<file path="src/rtl/slot_power_sequencer_assert.svh">
// Assertion macros for the slot power sequencer
`ifndef SLOT_POWER_SEQUENCER_ASSERT_SVH
`define SLOT_POWER_SEQUENCER_ASSERT_SVH

// condition holds at every edge outside reset
`define SPS_ASSERT(label, clk, rstn, cond, msg) \
    label: assert property (@(posedge clk) disable iff (!rstn) (cond)) else $error(msg);

// antecedent implies consequent in the same cycle
`define SPS_ASSERT_IMPL(label, clk, rstn, ante, cons, msg) \
    label: assert property (@(posedge clk) disable iff (!rstn) (ante) |-> (cons)) \
        else $error(msg);

`endif

</file>
<file path="src/rtl/sps_pkg.sv">
package sps_pkg;

    typedef struct packed {
        logic tick;
        logic module_present;
        logic fault;
        logic write_done;
    } in_t;

    typedef struct packed {
        logic        fuse_on;
        logic        send_request;
        logic [7:0]  send_address;
        logic [15:0] send_word;
        logic [2:0]  slot_state;
    } out_t;

    typedef struct packed {
        logic [15:0] start_delay;
        logic [15:0] plug_delay;
        logic [4:0]  limit_step;
        logic [7:0]  pot_address;
    } cfg_t;

    typedef struct packed {
        logic        load;
        logic [15:0] value;
    } start_load_t;

    typedef enum logic [6:0] {
        PH_START  = 7'b0000001,
        PH_UNLOCK = 7'b0000010,
        PH_IDLE   = 7'b0000100,
        PH_PLUG   = 7'b0001000,
        PH_LIMIT  = 7'b0010000,
        PH_ACTIVE = 7'b0100000,
        PH_TRIP   = 7'b1000000
    } phase_t;

    localparam logic [2:0] ST_START  = 3'd0;
    localparam logic [2:0] ST_UNLOCK = 3'd1;
    localparam logic [2:0] ST_IDLE   = 3'd2;
    localparam logic [2:0] ST_PLUG   = 3'd3;
    localparam logic [2:0] ST_LIMIT  = 3'd4;
    localparam logic [2:0] ST_ACTIVE = 3'd5;
    localparam logic [2:0] ST_TRIP   = 3'd6;

    localparam logic [7:0] CFG_START_DELAY = 8'd0;
    localparam logic [7:0] CFG_PLUG_DELAY  = 8'd1;
    localparam logic [7:0] CFG_LIMIT_STEP  = 8'd2;
    localparam logic [7:0] CFG_POT_ADDRESS = 8'd3;

    localparam logic [15:0] START_DELAY_RST = 16'd10;
    localparam logic [15:0] PLUG_DELAY_RST  = 16'd500;
    localparam logic [4:0]  LIMIT_STEP_RST  = 5'd20;
    localparam logic [7:0]  POT_ADDRESS_RST = 8'd88;

    localparam logic [15:0] UNLOCK_WORD = 16'h1C02;
    localparam logic [15:0] LIMIT_BASE  = 16'h0400;
    localparam logic [4:0]  LIMIT_TOP   = 5'd20;

    function automatic logic [15:0] ilim(input logic [4:0] step);
        logic [15:0] v;
        case (step)
            5'd0:    v = 16'd816;
            5'd1:    v = 16'd816;
            5'd2:    v = 16'd422;
            5'd3:    v = 16'd281;
            5'd4:    v = 16'd209;
            5'd5:    v = 16'd165;
            5'd6:    v = 16'd136;
            5'd7:    v = 16'd115;
            5'd8:    v = 16'd98;
            5'd9:    v = 16'd86;
            5'd10:   v = 16'd76;
            5'd11:   v = 16'd67;
            5'd12:   v = 16'd60;
            5'd13:   v = 16'd55;
            5'd14:   v = 16'd50;
            5'd15:   v = 16'd45;
            5'd16:   v = 16'd41;
            5'd17:   v = 16'd38;
            5'd18:   v = 16'd35;
            5'd19:   v = 16'd33;
            default: v = 16'd30;
        endcase
        return v;
    endfunction

    function automatic logic [2:0] state_code(input phase_t ph);
        logic [2:0] c;
        case (ph)
            PH_START:  c = ST_START;
            PH_UNLOCK: c = ST_UNLOCK;
            PH_PLUG:   c = ST_PLUG;
            PH_LIMIT:  c = ST_LIMIT;
            PH_ACTIVE: c = ST_ACTIVE;
            PH_TRIP:   c = ST_TRIP;
            default:   c = ST_IDLE;
        endcase
        return c;
    endfunction

endpackage

</file>
<file path="src/rtl/sps_cfg.sv">
module sps_cfg (
    input  logic                 aclk,
    input  logic                 aresetn,
    input  logic                 cfg_valid,
    input  logic [7:0]           cfg_index,
    input  logic [15:0]          cfg_data,
    output sps_pkg::cfg_t        cfg,
    output sps_pkg::start_load_t start_load
);

    sps_pkg::cfg_t cfg_reg;

    always_ff @(posedge aclk) begin
        if (!aresetn) begin
            cfg_reg.start_delay <= sps_pkg::START_DELAY_RST;
            cfg_reg.plug_delay  <= sps_pkg::PLUG_DELAY_RST;
            cfg_reg.limit_step  <= sps_pkg::LIMIT_STEP_RST;
            cfg_reg.pot_address <= sps_pkg::POT_ADDRESS_RST;
        end else if (cfg_valid) begin
            case (cfg_index)
                sps_pkg::CFG_START_DELAY: cfg_reg.start_delay <= cfg_data;
                sps_pkg::CFG_PLUG_DELAY:  cfg_reg.plug_delay  <= cfg_data;
                sps_pkg::CFG_LIMIT_STEP:  cfg_reg.limit_step  <= cfg_data[4:0];
                sps_pkg::CFG_POT_ADDRESS: cfg_reg.pot_address <= cfg_data[7:0];
                default: ;
            endcase
        end
    end

    assign cfg              = cfg_reg;
    assign start_load.load  = cfg_valid && (cfg_index == sps_pkg::CFG_START_DELAY);
    assign start_load.value = cfg_data;

endmodule

</file>
<file path="src/rtl/sps_fsm.sv">
module sps_fsm (
    input  logic                 aclk,
    input  logic                 aresetn,
    input  logic                 accept,
    input  sps_pkg::in_t         in_data,
    input  sps_pkg::cfg_t        cfg,
    input  sps_pkg::start_load_t start_load,
    output sps_pkg::out_t        result
);

    sps_pkg::phase_t phase_reg, phase_next;
    logic [15:0]     delay_count_reg, delay_count_next;
    logic [15:0]     count_step;
    logic            delay_end;
    logic            req;
    logic [15:0]     word;
    logic [4:0]      step_sat;
    logic [15:0]     limit_word;

    always_comb begin
        step_sat   = (cfg.limit_step > sps_pkg::LIMIT_TOP) ? sps_pkg::LIMIT_TOP : cfg.limit_step;
        limit_word = sps_pkg::LIMIT_BASE | sps_pkg::ilim(step_sat);
        delay_end  = (delay_count_reg == 16'd0) ||
                     (in_data.tick && (delay_count_reg == 16'd1));
        count_step = ((delay_count_reg != 16'd0) && in_data.tick) ?
                     (delay_count_reg - 16'd1) : delay_count_reg;

        phase_next       = phase_reg;
        delay_count_next = delay_count_reg;
        req              = 1'b0;
        word             = '0;

        case (phase_reg)
            sps_pkg::PH_START: begin
                delay_count_next = count_step;
                if (delay_end) begin
                    phase_next = sps_pkg::PH_UNLOCK;
                    req        = 1'b1;
                    word       = sps_pkg::UNLOCK_WORD;
                end
            end
            sps_pkg::PH_UNLOCK: begin
                if (in_data.write_done) phase_next = sps_pkg::PH_IDLE;
            end
            sps_pkg::PH_PLUG: begin
                if (!in_data.module_present) begin
                    phase_next = sps_pkg::PH_IDLE;
                end else begin
                    delay_count_next = count_step;
                    if (delay_end) begin
                        phase_next = sps_pkg::PH_LIMIT;
                        req        = 1'b1;
                        word       = limit_word;
                    end
                end
            end
            sps_pkg::PH_LIMIT: begin
                if (in_data.write_done) phase_next = sps_pkg::PH_ACTIVE;
            end
            sps_pkg::PH_ACTIVE: begin
                if (in_data.fault) phase_next = sps_pkg::PH_TRIP;
                else if (!in_data.module_present) phase_next = sps_pkg::PH_IDLE;
            end
            sps_pkg::PH_TRIP: begin
                if (!in_data.module_present) phase_next = sps_pkg::PH_IDLE;
            end
            default: begin
                phase_next = sps_pkg::PH_IDLE;
                if (in_data.module_present) begin
                    phase_next       = sps_pkg::PH_PLUG;
                    delay_count_next = cfg.plug_delay;
                    if (cfg.plug_delay == 16'd0) begin
                        phase_next = sps_pkg::PH_LIMIT;
                        req        = 1'b1;
                        word       = limit_word;
                    end
                end
            end
        endcase

        result.fuse_on      = (phase_next == sps_pkg::PH_ACTIVE);
        result.send_request = req;
        result.send_address = req ? cfg.pot_address : 8'd0;
        result.send_word    = word;
        result.slot_state   = sps_pkg::state_code(phase_next);
    end

    always_ff @(posedge aclk) begin
        if (!aresetn) begin
            phase_reg       <= sps_pkg::PH_START;
            delay_count_reg <= sps_pkg::START_DELAY_RST;
        end else if (accept) begin
            phase_reg       <= phase_next;
            delay_count_reg <= delay_count_next;
        end else if (start_load.load && (phase_reg == sps_pkg::PH_START)) begin
            delay_count_reg <= start_load.value;
        end
    end

endmodule

</file>
<file path="src/rtl/slot_power_sequencer.sv">
// Power sequencer for one plug-in module slot; instantiate once per slot.
// Input channel (s_): one service sample per word (tick, module presence,
// eFuse fault, bus write completion). Result channel (m_): one word per
// sample with the fuse enable, a one-word bus write request (address and
// data) and the slot state code after that sample.
// Configuration channel (cfg_): register index and data; always ready. The
// user must see that it is written only while no sample is in flight; the
// block itself does not enforce this. The result of a sample is on m_ the
// cycle after it is accepted. Throughput: one sample per cycle while the
// receiver does not stall; the state machine decides each step in a single
// pass from the state registers to the result register. Receiver stall:
// the result register holds its word and s_ready drops until m_ready frees
// it; a new sample is taken in the cycle the held word leaves.
// Reset (aresetn low, synchronous): state goes to start with the start
// delay loaded, the registers return to their defaults and m_ is empty.
module slot_power_sequencer (
    input  logic           aclk,
    input  logic           aresetn,
    input  logic           s_valid,
    output logic           s_ready,
    input  sps_pkg::in_t   s_data,
    output logic           m_valid,
    input  logic           m_ready,
    output sps_pkg::out_t  m_data,
    input  logic           cfg_valid,
    output logic           cfg_ready,
    input  logic [7:0]     cfg_index,
    input  logic [15:0]    cfg_data
);

`include "slot_power_sequencer_assert.svh"

    sps_pkg::cfg_t        cfg;
    sps_pkg::start_load_t start_load;
    sps_pkg::out_t        result;
    sps_pkg::out_t        m_data_reg;
    logic                 m_valid_reg;
    logic                 accept;

    assign s_ready   = !m_valid_reg || m_ready;
    assign accept    = s_valid && s_ready;
    assign cfg_ready = 1'b1;

    sps_cfg u_cfg (
        .aclk       (aclk),
        .aresetn    (aresetn),
        .cfg_valid  (cfg_valid),
        .cfg_index  (cfg_index),
        .cfg_data   (cfg_data),
        .cfg        (cfg),
        .start_load (start_load)
    );

    sps_fsm u_fsm (
        .aclk       (aclk),
        .aresetn    (aresetn),
        .accept     (accept),
        .in_data    (s_data),
        .cfg        (cfg),
        .start_load (start_load),
        .result     (result)
    );

    always_ff @(posedge aclk) begin
        if (!aresetn) begin
            m_valid_reg <= 1'b0;
        end else if (accept) begin
            m_valid_reg <= 1'b1;
        end else if (m_ready) begin
            m_valid_reg <= 1'b0;
        end
    end

    always_ff @(posedge aclk) begin
        if (accept) begin
            m_data_reg <= result;
        end
    end

    assign m_valid = m_valid_reg;
    assign m_data  = m_data_reg;

    `SPS_ASSERT_IMPL(a_req_state, aclk, aresetn, m_valid_reg && m_data_reg.send_request, (m_data_reg.slot_state == sps_pkg::ST_UNLOCK) || (m_data_reg.slot_state == sps_pkg::ST_LIMIT), "write request outside a write state")
    `SPS_ASSERT_IMPL(a_fuse_state, aclk, aresetn, m_valid_reg, m_data_reg.fuse_on == (m_data_reg.slot_state == sps_pkg::ST_ACTIVE), "fuse enable disagrees with state")
    `SPS_ASSERT_IMPL(a_idle_bus, aclk, aresetn, m_valid_reg && !m_data_reg.send_request, (m_data_reg.send_address == 8'd0) && (m_data_reg.send_word == 16'd0), "bus fields set without a request")

endmodule

</file>
<file path="config.mk">
export PLATFORM = sky130hd
export DESIGN_NAME = slot_power_sequencer
export DESIGN_NICKNAME = d
export VERILOG_FILES = /design/src/rtl/sps_pkg.sv /design/src/rtl/sps_cfg.sv /design/src/rtl/sps_fsm.sv /design/src/rtl/slot_power_sequencer.sv
export VERILOG_INCLUDE_DIRS = /design/src /design/src/rtl
export SDC_FILE = /design/constraint.sdc
export NUM_CORES = 1
export LEC_CHECK = 0
export ABC_AREA = 1
export BUFFER_PORTS_ARGS = -buffer_cell sky130_fd_sc_hd__buf_2
export CAP_MARGIN = 30
export CORE_UTILIZATION = 58
export DETAILED_ROUTE_END_ITERATION = 6
export GPL_ROUTABILITY_DRIVEN = 0
export PLACE_DENSITY = 0.8
export RECOVER_POWER = 25
export SLEW_MARGIN = 15
export SYNTH_ARGS = -nofsm -noshare
export SYNTH_HDL_FRONTEND = slang
export SYNTH_SLANG_ARGS = --single-unit
export TNS_END_PERCENT = 1
</file>
<file path="constraint.sdc">
create_clock -name aclk -period 2.9 [get_ports aclk]
set_clock_uncertainty 0.2 [all_clocks]
set_input_delay 0.58 -clock aclk [delete_from_list [all_inputs] [get_ports aclk]]
set_output_delay 0.58 -clock aclk [all_outputs]
set_load 0.02 [all_outputs]
</file>
---- Word level (Yosys, flattened, before mapping) ----
Memories as Yosys holds them, arrays and structs flattened.
Index checks and enable logic that the tools add are counted.
storage, ports and cells
  flip-flop bits (word level) ............. 82
  bits in latches ......................... 0
  memory bits (writable) .................. 0
  ROM bits ................................ 320
  output and inout bits ................... 32
  logic and storage cells ................. 83
  memories kept ........................... 1
operators by class
  add/subtract/negate cells ............... 1
  multipliers ............................. 0
  div/mod/pow operators ................... 0
  $lt $le $gt $ge ......................... 1
  equal/unequal tests ..................... 19
  shift operators ......................... 0
  multiplexer cells ....................... 31
  bitwise operators ....................... 0
  reduce and logical (&&, ||, !) cells .... 19
memories
  name              words  bits a word  read ports  clocked after Yosys merged registers in  write ports  line           RTL
  (name not given)  32     10           1           0                                        0            sps_pkg.sv:64  case (step)
operators by type and width
  operator                                                                count
  16-bit two-way mux                                                      9
  16-bit one-hot mux with 3 select lines                                  2
  7-bit two-way mux                                                       8
  7-bit one-hot mux with 6 select lines                                   1
  16-bit logical NOT                                                      2
  3-bit one-hot mux with 6 select lines                                   1
  16-bit by 1-bit equality test with 1-bit output, second input constant  1
  8-bit by 2-bit equality test with 1-bit output, second input constant   2
  16-bit nonzero test                                                     1
  16-bit by 1-bit subtractor with 16-bit output, second input constant    1
  7-bit by 1-bit equality test with 1-bit output, second input constant   2
  7-bit by 2-bit equality test with 1-bit output, second input constant   2
  7-bit by 4-bit equality test with 1-bit output, second input constant   2
  7-bit by 5-bit equality test with 1-bit output, second input constant   2
  7-bit by 6-bit equality test with 1-bit output, second input constant   2
  7-bit equality test, second input constant                              2
  13-bit two-way mux                                                      1
  5-bit two-way mux                                                       2
  8-bit by 1-bit equality test with 1-bit output, second input constant   1
  8-bit logical NOT                                                       1
  1-bit two-way mux                                                       6
  2-bit AND reduction                                                     3
  5-bit greater-than comparator, second input constant                    1
  1-bit logical AND                                                       5
  other kinds (9)                                                         11

---- Longest topological paths before layout ----
  depth in word-level cells ............... 8
  mapped depth ............................ 13
  depth with buffers taken out ............ 12

---- Hierarchy ----
A second synthesis with hierarchy kept.
unflattened totals
  cell total of the unflattened synthesis .. 804
  area total of the unflattened synthesis .. 5749.3 µm²
modules (own cells, without submodules)
  module                times used  cells an instance  area each (µm²)
  sps_fsm               1           483                2691.3
  sps_cfg               1           283                2124.5
  slot_power_sequencer  1           38                 933.4

---- Worst setup path after synthesis ----
No wires, ideal clock.
  path type ............................... input to register
  start point ............................. input m_ready
  end point ............................... register u_fsm.delay_count_reg[2]
  setup time .............................. 0.113 ns
  arrival ................................. 2.326 ns
  required time ........................... 2.587 ns
  slack ................................... 0.262 ns
  cell stages on the path ................. 8
  path buffers ............................ 1
  cell sequence ........................... inv_1 nand2_1 nand2_2 inv_1 buf_1 o22ai_1 nor2_1 nor2_1
on the way
  word-level cells in the longest chain between the ends .. 4
RTL lines
  element                                                                                   line                        RTL
  start, declared                                                                           slot_power_sequencer.sv:23  input logic m_ready,
  1-bit logical OR *                                                                        slot_power_sequencer.sv:40  assign s_ready = !m_valid_reg || m_ready;
  named net s_ready                                                                         slot_power_sequencer.sv:20  output logic s_ready,
  1-bit logical AND *                                                                       slot_power_sequencer.sv:41  assign accept = s_valid && s_ready;
  named net accept                                                                          slot_power_sequencer.sv:38  logic accept;
  3-bit by 2-bit inequality test with 1-bit output (no line), or another cell as far along  --
  4-bit AND reduction (no line)                                                             --
  end signal, assigned                                                                      sps_fsm.sv:91               delay_count_reg <= sps_pkg::START_DELAY_RST;
  end signal, assigned                                                                      sps_fsm.sv:94               delay_count_reg <= delay_count_next;
  end signal, assigned                                                                      sps_fsm.sv:96               delay_count_reg <= start_load.value;
  end, declared                                                                             sps_fsm.sv:12               logic [15:0] delay_count_reg, delay_count_next;
Mark *: on every way through the listed nets, which the timed path passes. The rest lies on a longest branch.
A chain may end at the register's enable or synchronous reset.

==> results.sh <==
export IMPL_hold_path_class="input port to flip-flop"
export IMPL_start_util=0.613
export IMPL_critPathLaunchType="flip-flop"
export IMPL_max_stage_delay_ns=0.46
export IMPL_drv_cap=0
export IMPL_design_area_mm2=0.00504
export IMPL_area_growth_syn_to_layout_pct=11.6
export IMPL_place_port_buffers=60
export IMPL_grt_use_total=0.271
export IMPL_wl_met3_um=628
export IMPL_fp_dieH_um=90.2
export IMPL_cts_tree="built"
export IMPL_clock_latency_ns=0.36
export IMPL_cp_required_ns=2.83
export IMPL_path_cells="o21ai_0, nand2_1, ha_1, inv_1, nand2_1, o21ai_0, a21oi_1, a21oi_1, nor2_2"
export IMPL_seq_area_frac_synth=0.401
export IMPL_drv_slew=0
export IMPL_critPathSlowestCell="o21ai_0"
export IMPL_grt_max_degree=39
export IMPL_layout_nets=752
export IMPL_overflow=0
export IMPL_post_route_period_util=0.853
export IMPL_post_drt_wl_per_cell_um=13.0
export IMPL_ios=65
export IMPL_yosysTopAreaCellShare=0.235
export IMPL_final_setup_tns_ns=0
export IMPL_htreeDepth=3
export IMPL_viasPerCell=5.33
export IMPL_highest_signal_layer="met4"
export IMPL_cts_resized=0
export IMPL_fmax_ghz=0.404
export IMPL_critical_path_buf_inv_count=1
export IMPL_critPathTopFamily="compound AO/OA/AOI/OAI gates"
export IMPL_drt_iter0_markers=290
export IMPL_ys_ff_latch=78
export IMPL_hold_viol=0
export IMPL_synth_most_common_cell="nand2_1"
export IMPL_slew_headroom=0.457
export IMPL_wl_met2_mm=5.16
export IMPL_run_status="complete, no violations"
export IMPL_core_mm2=0.00737
export IMPL_setup_worst_path_end_class="flip-flop"
export IMPL_synth_area_mm2=0.00452
export IMPL_post_cts_buffers=0
export IMPL_syn_mean_instance_area_um2=6.88
export IMPL_arrival_ns=2.40
export IMPL_layout_drive_gt1_share=0.127
export IMPL_cts_buffers_inserted=9
export IMPL_ys_top_cells_by_count="nand2_1, nor2_1, inv_1"
export IMPL_antenna_found_initial=0
export IMPL_die_area_mm2=0.00814
export IMPL_critPathKind="flip-flop to flip-flop"
export IMPL_cts_root_buf="clkbuf_8"
export IMPL_wl_mm=10.6
export IMPL_grt_pass1_vias=4034
export IMPL_rsz0062_at_grt="false"
export IMPL_cts_max_path_buffers=2
export IMPL_syn_inst=656
export IMPL_dpl_cell_count=799
export IMPL_worst_slew_pin_slew_ns=0.815
export IMPL_yosys_area_top_type="dfxtp_1"
export IMPL_grt_pass1_wl_mm=17.9
export IMPL_diodes=0
export IMPL_instances_no_fill=815
export IMPL_power_density_mw_per_mm2=519
export IMPL_cts_reportedPaths_clkPinSlew_ns=0.09
export IMPL_layout_min_cycle_time_ns=2.47
export IMPL_power_leakage_nw=2.36
export IMPL_dr_pass1_iters=5
export IMPL_path_max_fanout=7
export IMPL_setup_violations=0
export IMPL_synth_main_ff_cell="dfxtp_1"
export IMPL_ys_top_cells_by_area="dfxtp_1, edfxtp_1, nand2_1, nor2_1, inv_1"
export IMPL_setup_slack_ns=0.427
export IMPL_synth_edf_count=25
export IMPL_yosys_warnings=0
export IMPL_netlist_cell_type_count=36
export IMPL_met1_length_mm=4.54
export IMPL_cts_hold_buf=0
export IMPL_die_w_um=90.2
export IMPL_num_vias=4340
export IMPL_dp_hpwl_mm=7.63
export IMPL_placed_area_mm2=0.00486
export IMPL_holdWs_ns=0.226
export IMPL_cts_sinks=78
export IMPL_vdd_drop_max_mv=0.306
export IMPL_drc=0
export IMPL_async_flop_share=0
export IMPL_pre_cts_ws_ns=0.497
export IMPL_largest_register_ffs=29
export IMPL_antenna_left=0
export IMPL_fp_row_count=31
layout make-up:
class	count	area, um2
Clock buffer	10	128
Fill cell	679	2330
Clock inverter	6	93.8
Multi-Input combinational cell	469	2240
Tap cell	99	124
Sequential cell	78	1810
Timing Repair Buffer	69	328
Inverter	84	315
final timing paths:
check / start / end / slack (ns) / cells past startpoint
setup / recovery: u_cfg.cfg[10] / m_data[4] / 0.43 / 9
hold / removal: cfg_data[8] / u_cfg.cfg[21] / 0.23 / 3
setup reg to reg: u_cfg.cfg[10] / m_data[4] / 0.43 / 9
hold reg to reg: u_cfg.cfg[0] / u_cfg.cfg[0] / 0.28 / 2
cells in the final DEF (no fill, tap or decap), types with 4 or more instances in the layout:
cell type    n
nand3_1     57
nand2_2      5
o21ai_0     40
buf_4        7
buf_2       33
nor2_2      13
clkbuf_1    29
dfxtp_1     53
nor2_1      95
conb_1       4
clkbuf_8     9
nand2_1    163
a21oi_1     36
inv_1       79
nand4_1      4
edfxtp_1    25
inv_2        4
ha_1         8
o211ai_1    18
routing by layer:
layer	GRT usage	vias to the layer above
li1	-	2204
met1	0.340	1956
met2	0.465	158
met3	0.0389	22
met4	0.118	0
met5	0	-
metrics by stage:
| step | utilization | power, mW |
|---|---|---|
| global placement | 0.660 | 1.72 |
| global route | 0.684 | 2.74 |
| detailed placement | 0.660 | 1.72 |
| finish | 0.684 | 2.61 |
| CTS | 0.690 | 2.63 |
| floorplan | - | 1.61 |
cell families after synthesis:
family | Yosys count | synth area share
AO/OA/AOI/OAI | 98 | 0.121
XOR/XNOR | 1 | 0.00194
flip-flops | 78 | 0.401
buffers and inverters | 111 | 0.104
adder cells (fa/ha/maj) | 8 | 0.0222
AND/OR/NAND/NOR | 358 | 0.349
other | 2 | 0.00166
worst register-to-register path, stage by stage (launching register included):
cell,delay (ns)
dfxtp_1,0.38
o21ai_0,0.47
nand2_1,0.29
ha_1,0.30
inv_1,0.05
nand2_1,0.09
o21ai_0,0.11
a21oi_1,0.09
a21oi_1,0.19
nor2_2,0.06
power by group:
group	internal, mW	leakage, nW	switching [mW]
combinational	0.156	1.57	0.327
clock	0.492	0.107	0.420
sequential	1.18	0.684	0.0404
No activity file was read; power rests on OpenSTA's default activity.
